### src/ptt_pkg.sv
// shared types and constants of the periodic task timer table
// no dependencies; imported by the core, by its checkers and by the testbench
`timescale 1ns / 1ps
`default_nettype none

package ptt_pkg;

	// fixed field widths of the item ports
	localparam int ACTION_W     = 2;
	localparam int TIME_FIELD_W = 32;
	localparam int SLOT_ID_W    = 3;
	localparam int FIRED_W      = 8;
	localparam int STATUS_W     = 2;
	localparam int COUNT_W      = 4;

	// action codes
	localparam logic [ACTION_W-1:0] ACT_TICK   = 2'd0;
	localparam logic [ACTION_W-1:0] ACT_ADD    = 2'd1;
	localparam logic [ACTION_W-1:0] ACT_REMOVE = 2'd2;

	// status codes
	localparam logic [STATUS_W-1:0] ST_OK         = 2'd0;
	localparam logic [STATUS_W-1:0] ST_FULL       = 2'd1;
	localparam logic [STATUS_W-1:0] ST_NOT_ACTIVE = 2'd2;

	// result fields built up while an item is worked on
	typedef struct packed {
		logic [FIRED_W-1:0]   fired;
		logic [SLOT_ID_W-1:0] assigned;
		logic [STATUS_W-1:0]  status;
	} result_t;

endpackage

`default_nettype wire

### src/periodic_task_timer_table_core.sv
// periodic task timer table: slot table, scan sequencer and shared subtract unit
// depends on ptt_pkg
`timescale 1ns / 1ps
`default_nettype none

// usage
//   request channel (req_valid / req_stall) carries one item: action, elapsed_ms,
//   period_ms, slot_id. response channel (rsp_valid / rsp_stall) returns one item
//   per request: fired_mask, assigned_slot, status, active_count.
//   an item is taken at a clock edge with valid high and stall low.
// timing
//   one item at a time; req_stall stays high from the accept edge until the
//   result has been moved into the output register.
//   tick: one subtract/compare unit walks the slots, one slot per cycle, behind
//   a registered read of the slot memories, then the result goes through the
//   done state into the output register.
//   add: the free-slot search checks one active bit per cycle, lowest slot first;
//   remove checks one active bit; an unused code goes straight to done.
// reset
//   arst_n clears all active marks, the task count and the sequencer; period and
//   remaining memories are not cleared since an inactive slot's contents are never used.
// back pressure
//   the output register holds its item while rsp_stall is high; a new request is
//   still taken, and its result waits in the done state until the register frees.

module periodic_task_timer_table_core #(
	parameter int NUM_SLOTS  = 8,
	parameter int TIME_WIDTH = 32
) (
	input  wire logic                           clk,
	input  wire logic                           arst_n,
	// request channel
	input  wire logic                           req_valid,
	output logic                                req_stall,
	input  wire logic [ptt_pkg::ACTION_W-1:0]     action,
	input  wire logic [ptt_pkg::TIME_FIELD_W-1:0] elapsed_ms,
	input  wire logic [ptt_pkg::TIME_FIELD_W-1:0] period_ms,
	input  wire logic [ptt_pkg::SLOT_ID_W-1:0]    slot_id,
	// response channel
	output logic                                rsp_valid,
	input  wire logic                           rsp_stall,
	output logic [ptt_pkg::FIRED_W-1:0]           fired_mask,
	output logic [ptt_pkg::SLOT_ID_W-1:0]         assigned_slot,
	output logic [ptt_pkg::STATUS_W-1:0]          status,
	output logic [ptt_pkg::COUNT_W-1:0]           active_count
);
	import ptt_pkg::*;

	localparam int IW = (NUM_SLOTS > 1) ? $clog2(NUM_SLOTS) : 1;
	localparam int CW = $clog2(NUM_SLOTS + 1);
	localparam logic [IW-1:0] LAST_IDX = IW'(NUM_SLOTS - 1);

	// sequencer states
	localparam logic [2:0] S_IDLE   = 3'd0;
	localparam logic [2:0] S_TICK   = 3'd1;
	localparam logic [2:0] S_ADD    = 3'd2;
	localparam logic [2:0] S_REMOVE = 3'd3;
	localparam logic [2:0] S_DONE   = 3'd4;

	logic [2:0]           state_q;
	logic [IW-1:0]        idx_q;       // slot being read or searched
	logic                 issue_q;     // tick scan still issuing reads
	logic                 vld_s1;      // read data of idx_s1 is ready
	logic [IW-1:0]        idx_s1;
	logic [NUM_SLOTS-1:0] act_q;
	logic [CW-1:0]        count_q;
	result_t              res_q;
	logic                 rsp_valid_q;

	// captured request fields
	logic [TIME_WIDTH-1:0] elapsed_q;
	logic [TIME_WIDTH-1:0] period_q;
	logic [SLOT_ID_W-1:0]  slot_id_q;

	// output register
	logic [FIRED_W-1:0]   fired_mask_q;
	logic [SLOT_ID_W-1:0] assigned_slot_q;
	logic [STATUS_W-1:0]  status_q;
	logic [COUNT_W-1:0]   active_count_q;

	// slot memories, one write and one registered read per cycle
	logic [TIME_WIDTH-1:0] per_mem [NUM_SLOTS];
	logic [TIME_WIDTH-1:0] rem_mem [NUM_SLOTS];
	logic [TIME_WIDTH-1:0] per_rd_s1;
	logic [TIME_WIDTH-1:0] rem_rd_s1;

	logic                  accept;
	logic                  out_free;
	logic [TIME_WIDTH:0]   diff;
	logic                  fire;
	logic                  tick_slot;
	logic                  add_hit;
	logic                  mem_we;
	logic [IW-1:0]         mem_wa;
	logic [TIME_WIDTH-1:0] mem_wdata;
	logic [FIRED_W-1:0]    fired_nxt;
	logic [IW-1:0]         rem_idx;
	logic                  rem_ok;

	assign req_stall = (state_q != S_IDLE);
	assign accept    = req_valid && !req_stall;
	assign out_free  = !rsp_valid_q || !rsp_stall;

	// shared unit: remaining minus elapsed, borrow or zero means the slot fires
	assign diff = {1'b0, rem_rd_s1} - {1'b0, elapsed_q};
	assign fire = diff[TIME_WIDTH] || (diff[TIME_WIDTH-1:0] == '0);

	assign tick_slot = (state_q == S_TICK) && vld_s1 && act_q[idx_s1];
	assign add_hit   = (state_q == S_ADD) && !act_q[idx_q];

	// add loads both memories at the found slot; tick writes back the new count
	assign mem_we    = tick_slot || add_hit;
	assign mem_wa    = (state_q == S_ADD) ? idx_q : idx_s1;
	assign mem_wdata = add_hit ? period_q : (fire ? per_rd_s1 : diff[TIME_WIDTH-1:0]);

	// remove: slot numbers past the table are refused
	assign rem_idx = IW'(slot_id_q);
	assign rem_ok  = (32'(slot_id_q) < NUM_SLOTS) && act_q[rem_idx];

	// slots above the mask width never show
	always_comb begin
		fired_nxt = res_q.fired;
		for (int b = 0; b < FIRED_W; b++) begin
			if (tick_slot && fire && (32'(idx_s1) == b)) begin
				fired_nxt[b] = 1'b1;
			end
		end
	end

	always_ff @(posedge clk) begin
		if (mem_we) begin
			rem_mem[mem_wa] <= mem_wdata;
		end
		if (add_hit) begin
			per_mem[mem_wa] <= period_q;
		end
		rem_rd_s1 <= rem_mem[idx_q];
		per_rd_s1 <= per_mem[idx_q];
	end

	// request capture
	always_ff @(posedge clk) begin
		if (accept) begin
			elapsed_q <= TIME_WIDTH'(elapsed_ms);
			period_q  <= TIME_WIDTH'(period_ms);
			slot_id_q <= slot_id;
		end
	end

	// sequencer
	always_ff @(posedge clk or negedge arst_n) begin
		if (!arst_n) begin
			state_q     <= S_IDLE;
			idx_q       <= '0;
			issue_q     <= 1'b0;
			vld_s1      <= 1'b0;
			idx_s1      <= '0;
			act_q       <= '0;
			count_q     <= '0;
			res_q       <= '0;
			rsp_valid_q <= 1'b0;
		end else begin
			vld_s1 <= (state_q == S_TICK) && issue_q;
			idx_s1 <= idx_q;
			// set when the result moves out, cleared once taken
			if ((state_q == S_DONE) && out_free) begin
				rsp_valid_q <= 1'b1;
			end else if (!rsp_stall) begin
				rsp_valid_q <= 1'b0;
			end
			case (state_q)
				S_IDLE: begin
					if (req_valid) begin
						idx_q        <= '0;
						res_q.fired  <= '0;
						res_q.assigned <= '0;
						res_q.status <= ST_OK;
						case (action)
							ACT_TICK: begin
								issue_q <= 1'b1;
								state_q <= S_TICK;
							end
							ACT_ADD:    state_q <= S_ADD;
							ACT_REMOVE: state_q <= S_REMOVE;
							default:    state_q <= S_DONE;
						endcase
					end
				end
				S_TICK: begin
					if (issue_q) begin
						if (idx_q == LAST_IDX) begin
							issue_q <= 1'b0;
						end else begin
							idx_q <= idx_q + 1'b1;
						end
					end
					res_q.fired <= fired_nxt;
					if (vld_s1 && (idx_s1 == LAST_IDX)) begin
						state_q <= S_DONE;
					end
				end
				S_ADD: begin
					if (!act_q[idx_q]) begin
						act_q[idx_q]   <= 1'b1;
						count_q        <= count_q + 1'b1;
						res_q.assigned <= SLOT_ID_W'(idx_q);
						state_q        <= S_DONE;
					end else if (idx_q == LAST_IDX) begin
						res_q.status <= ST_FULL;
						state_q      <= S_DONE;
					end else begin
						idx_q <= idx_q + 1'b1;
					end
				end
				S_REMOVE: begin
					if (rem_ok) begin
						act_q[rem_idx] <= 1'b0;
						count_q        <= count_q - 1'b1;
					end else begin
						res_q.status <= ST_NOT_ACTIVE;
					end
					state_q <= S_DONE;
				end
				S_DONE: begin
					if (out_free) begin
						state_q <= S_IDLE;
					end
				end
				default: state_q <= S_IDLE;
			endcase
		end
	end

	// output register, loaded only when free so a stalled item holds
	always_ff @(posedge clk) begin
		if ((state_q == S_DONE) && out_free) begin
			fired_mask_q    <= res_q.fired;
			assigned_slot_q <= res_q.assigned;
			status_q        <= res_q.status;
			active_count_q  <= COUNT_W'(count_q);
		end
	end

	assign rsp_valid     = rsp_valid_q;
	assign fired_mask    = fired_mask_q;
	assign assigned_slot = assigned_slot_q;
	assign status        = status_q;
	assign active_count  = active_count_q;

endmodule

`default_nettype wire

### config.mk
export PLATFORM = sky130hd
export DESIGN_NAME = periodic_task_timer_table_core
export DESIGN_NICKNAME = d
export VERILOG_FILES = /design/src/ptt_pkg.sv /design/src/periodic_task_timer_table_core.sv
export SDC_FILE = /design/constraint.sdc
export NUM_CORES = 1
export LEC_CHECK = 0
export CAP_MARGIN = 20
export CORE_ASPECT_RATIO = 1.4
export CORE_MARGIN = 2
export CORE_UTILIZATION = 45
export DETAILED_ROUTE_END_ITERATION = 16
export DONT_BUFFER_PORTS = 1
export GPL_TIMING_DRIVEN = 0
export PLACE_DENSITY = 0.6
export SLEW_MARGIN = 20
export SYNTH_ARGS = -nofsm -noshare
export SYNTH_HDL_FRONTEND = slang
export SYNTH_SLANG_ARGS = --single-unit
### constraint.sdc
create_clock -name clk -period 5.1 [get_ports clk]
set_clock_uncertainty 0.1 [all_clocks]
set_input_delay 0.51 -clock clk [delete_from_list [all_inputs] [get_ports clk]]
set_output_delay 0.51 -clock clk [all_outputs]
set_load 0.05 [all_outputs]
==> results_tabular.tex <==
\begin{tabular}{lr}
\hline
Metric & Value \\
\hline
\multicolumn{2}{l}{\textbf{Outcome}} \\
\quad Result of the run & completed \\
\multicolumn{2}{l}{\textbf{Timing}} \\
\quad Setup slack of the critical path after layout & 0.124 ns \\
\quad Final worst path period need & 4.98 ns \\
\quad Rel. slew slack & 0.190 \\
\quad Transition time of the tightest slew-check pin & 1.21 ns \\
\quad Sum of negative setup slack & 0 ns \\
\quad Setup violators final & 0 \\
\quad Number of failing hold endpoints at the final stage & 0 \\
\quad Final hold slack & 0.0655 ns \\
\quad Maximum clock rate & 201 MHz \\
\quad Max Transition Viols Final & 0 \\
\quad Unrepaired setup endpoints after global routing & true \\
\quad Final worst path period share & 0.976 \\
\multicolumn{2}{l}{\textbf{Global route}} \\
\quad GRT Resource Usage Total & 0.250 \\
\quad Antenna violations before repair & 0 \\
\quad Number of global-route vias before repair & 18,000 \\
\quad Wire length of the first global-routing pass & 118 mm \\
\quad Largest net degree at the start of global routing & 46 \\
\quad Total global routing overflow & 0 \\
\multicolumn{2}{l}{\textbf{Finish}} \\
\quad Multi-input gate area & 7940 µm² \\
\quad Storage element area & 20,100 µm² \\
\quad Share of post-route cells with drive strength above 1 & 0.147 \\
\quad Antenna diode count & 0 \\
\quad Net count of the finished layout & 2,252 \\
\quad Final std cell area, no fill & 33,200 µm² \\
\quad Synthesis-to-finish area growth & 16.5\% \\
\quad Number of fillers in the final layout & 5,160 \\
\multicolumn{2}{l}{\textbf{Logic synthesis}} \\
\quad Count of unique library cells instantiated by Yosys & 73 \\
\quad Syn. warnings & 0 \\
\quad Ranking of synthesized cells by area & edfxtp\_1 (63\%), mux2\_2 (4.5\%), dfxtp\_1 (4.5\%) \\
\quad Fraction of post-synthesis cell area in the top cell type by area & 0.628 \\
\quad Avg Inst Size Synth & 14.5 µm² \\
\quad Flip-flop and latch count after synthesis & 697 \\
\quad Yosys top cell by area & edfxtp\_1 \\
\quad Top\_reg\_cell synth & edfxtp\_1 \\
\quad Share of flip-flops with an asynchronous set or reset after synthesis & 0.0531 \\
\quad Synthesized netlist net count & 2,078 \\
\quad Number of cells produced by synthesis & 1,964 \\
\quad Area of the mapped netlist & 28,500 µm² \\
\quad Number of synthesized flops with an enable pin & 596 \\
\quad Sequential cell area fraction in the yosys report & 0.705 \\
\multicolumn{2}{l}{\textbf{Clocking}} \\
\quad Root Buffer & clkbuf\_16 \\
\quad Max clock buf depth & 3 \\
\quad Clock Latency Late Sink & 0.63 ns \\
\quad Number of clock buffers inserted by TritonCTS & 69 \\
\quad Clock transition at the registers of the reported paths & 0.06 ns \\
\quad Number of clock sinks & 697 \\
\quad Clock tree from TritonCTS & yes \\
\quad CTS H-tree lvls & 3 \\
\multicolumn{2}{l}{\textbf{Setup path}} \\
\quad Category of the worst setup path launch point & flop \\
\quad Worst reg2reg path startpoint & elapsed\_q[0] \\
\quad Capturing instance or port of the critical path & rem\_mem[2][19] \\
\quad Worst-case reg-to-reg path depth & 14 \\
\quad R2r setup slk & 0.12 ns \\
\quad Req. time, crit path & 5.32 ns \\
\quad Arrival @ worst endpoint & 5.20 ns \\
\quad Largest fanout of any net on the critical path & 10 \\
\quad Launching element of the worst setup path & elapsed\_q[0] \\
\quad Kind of critical path & flop to flop \\
\quad Crit path capture type & flop \\
\quad Critical R2R Capture & rem\_mem[2][19] \\
\multicolumn{2}{l}{\textbf{Placement}} \\
\quad I/O Buffers & 0 \\
\quad DP Worst Slack & -0.291 ns \\
\quad Detailed Place HPWL & 56.7 mm \\
\quad Placer's final routability congestion estimate & 0.926 \\
\quad Post-DP Area & 30,100 µm² \\
\multicolumn{2}{l}{\textbf{Floorplan}} \\
\quad Overall die area & 65,400 µm² \\
\quad Core area & 62,900 µm² \\
\quad Ports & 92 \\
\quad Die Y-Extent & 302 µm \\
\quad Std-Cell Rows & 109 \\
\quad Floorplan die width & 217 µm \\
\quad Starting density of the core & 0.453 \\
\multicolumn{2}{l}{\textbf{Power}} \\
\quad Leakage power summed over all cells & 0.0112 µW \\
\quad Total power draw & 20,800 µW \\
\quad Power Internal & 13,100 µW \\
\quad Maximum VDD drop & 0.325 mV \\
\quad Clock Power Share & 0.249 \\
\quad Switching power & 7690 µW \\
\quad Relative contribution of sequential cells to total power & 0.413 \\
\quad Total power divided by cell area & 625 nW/µm² \\
\quad Gate power share & 0.338 \\
\quad Net switching fraction of the power & 0.371 \\
\multicolumn{2}{l}{\textbf{Worst hold path}} \\
\quad Class of the most critical hold timing path & input pin to flop \\
\multicolumn{2}{l}{\textbf{Detailed routing}} \\
\quad Average routed wire per standard cell & 26.9 µm \\
\quad Routed via count & 17,900 \\
\quad Vias per std cell & 5.92 \\
\quad Number of routed nets with antenna violations & 0 \\
\quad Number of design-rule violations left by the first detailed-router iteration & 1,732 \\
\quad Final routed DRC violation total & 0 \\
\quad First-pass detailed-route iteration total & 6 \\
\quad Wirelength, routed & 81.5 mm \\
\multicolumn{2}{l}{\textbf{Job}} \\
\quad Max-Cap Viols & 0 \\
\hline
\end{tabular}
cells by family after synthesis:
| kind of cell | Yosys count | synth area share |
|---|---|---|
| fa+ha+maj | 41 | 0.0185 |
| flops | 697 | 0.705 |
| xor+xnor | 18 | 0.00553 |
| mux | 177 | 0.0690 |
| simple gates | 388 | 0.0628 |
| compound gates | 476 | 0.116 |
| buf+inv | 167 | 0.0232 |
sequential cells by signal, indices dropped and copies added, names as in the netlist, 2 cells and up:
register       flops
per_mem          256
rem_mem          256
elapsed_q         32
per_rd_s1         32
period_q          32
rem_rd_s1         32
res_q             13
act_q              8
fired_mask         8
active_count       4
count_q            4
assigned_slot      3
idx_q              3
idx_s1             3
rem_idx            3
state_q            3
status             2
cells in the final DEF, fill, tap and decap left out, types with 58 or more instances in the layout:
cell / Yosys / layout
mux2i_1: 58 / 58
dlygate4sd3_1: 0 / 69
nor2_1: 115 / 103
dfxtp_1: 64 / 64
a21oi_1: 90 / 89
clkbuf_1: 86 / 111
edfxtp_1: 596 / 596
nand2_1: 141 / 141
mux2_2: 115 / 115
a22oi_1: 70 / 70
clkbuf_16: 0 / 72
worst min path at each step:
| stage | from | end | slack (ns) | cells after the start |
|---|---|---|---|---|
| floorplan | arst_n | act_q[0] | 0.11 | 0 |
| global placement | arst_n | act_q[5] | 0.12 | 0 |
| detailed placement | arst_n | act_q[0] | 0.12 | 0 |
| CTS | action[1] | state_q[0] | 0.04 | 2 |
| global route | action[1] | state_q[0] | 0.07 | 2 |
| finish | action[1] | state_q[0] | 0.07 | 2 |
layer usage:
metal,track usage,routed length [µm],part of all wire
met3,0.0317,4810,0.059
met1,0.320,32900,0.40
met4,0.133,3940,0.048
met5,0,0,0
met2,0.418,39900,0.49
critical path, stage by stage, from the launching register on:
cell      delay [ns]
edfxtp_1        0.47
ha_1            0.27
fa_1            0.41
nand2b_1        0.21
a21oi_2         0.36
o311a_1         0.27
o22ai_1         0.08
nor4_1          0.46
nor4b_2         0.47
nand4_1         0.24
nor4_4          0.29
buf_4           0.18
nor2_2          0.11
buf_6           0.21
o21ai_1         0.54
power groups by stage:
| stage | sequential, µW | combinational [µW] | clock [µW] |
|---|---|---|---|
| detailed placement | 8690 | 6690 | 0 |
| finish | 8570 | 7010 | 5180 |
| global placement | 8710 | 6510 | 0 |
| floorplan | 8350 | 4350 | 0 |
| global route | 8610 | 7560 | 5450 |
| CTS | 8570 | 6820 | 5260 |
what timing repair did:
item / in CTS / in global routing
gates resized for setup: 7 / 15
hold buffers: 70 / 0
endpoints found under the hold margin: 106 / 0
setup endpoints to repair: 232 / 232
pin swaps: 0 / 1
setup buffers: 0 / 3
cells in the mapped netlist, drive strengths merged (47+ instances only):
library cell / number
dfxtp: 64
nor2: 116
nand2: 141
clkbuf: 86
mux2i: 58
edfxtp: 596
a21oi: 93
inv: 47
a22oi: 70
o21ai: 85
mux2: 115
a221oi: 51
cell type report:
type,instances,area share
plain buffers,118,0.0144
clock buffers,104,0.0600
clock inverters,24,0.00912
inverters,49,0.00562
multi-input cells,1100,0.239
flip-flops and latches,697,0.606
well taps,832,0.0314
repair buffers,103,0.0346
metrics by stage:
stage / std cells / util
after CTS: 3023 / 0.526
after global routing: 3027 / 0.528
after global placement: 2796 / 0.470
after detailed placement: 2825 / 0.478
final: 3027 / 0.528
after floorplan: 1964 / -
Note: power is estimated with default switching activity, not from simulation.
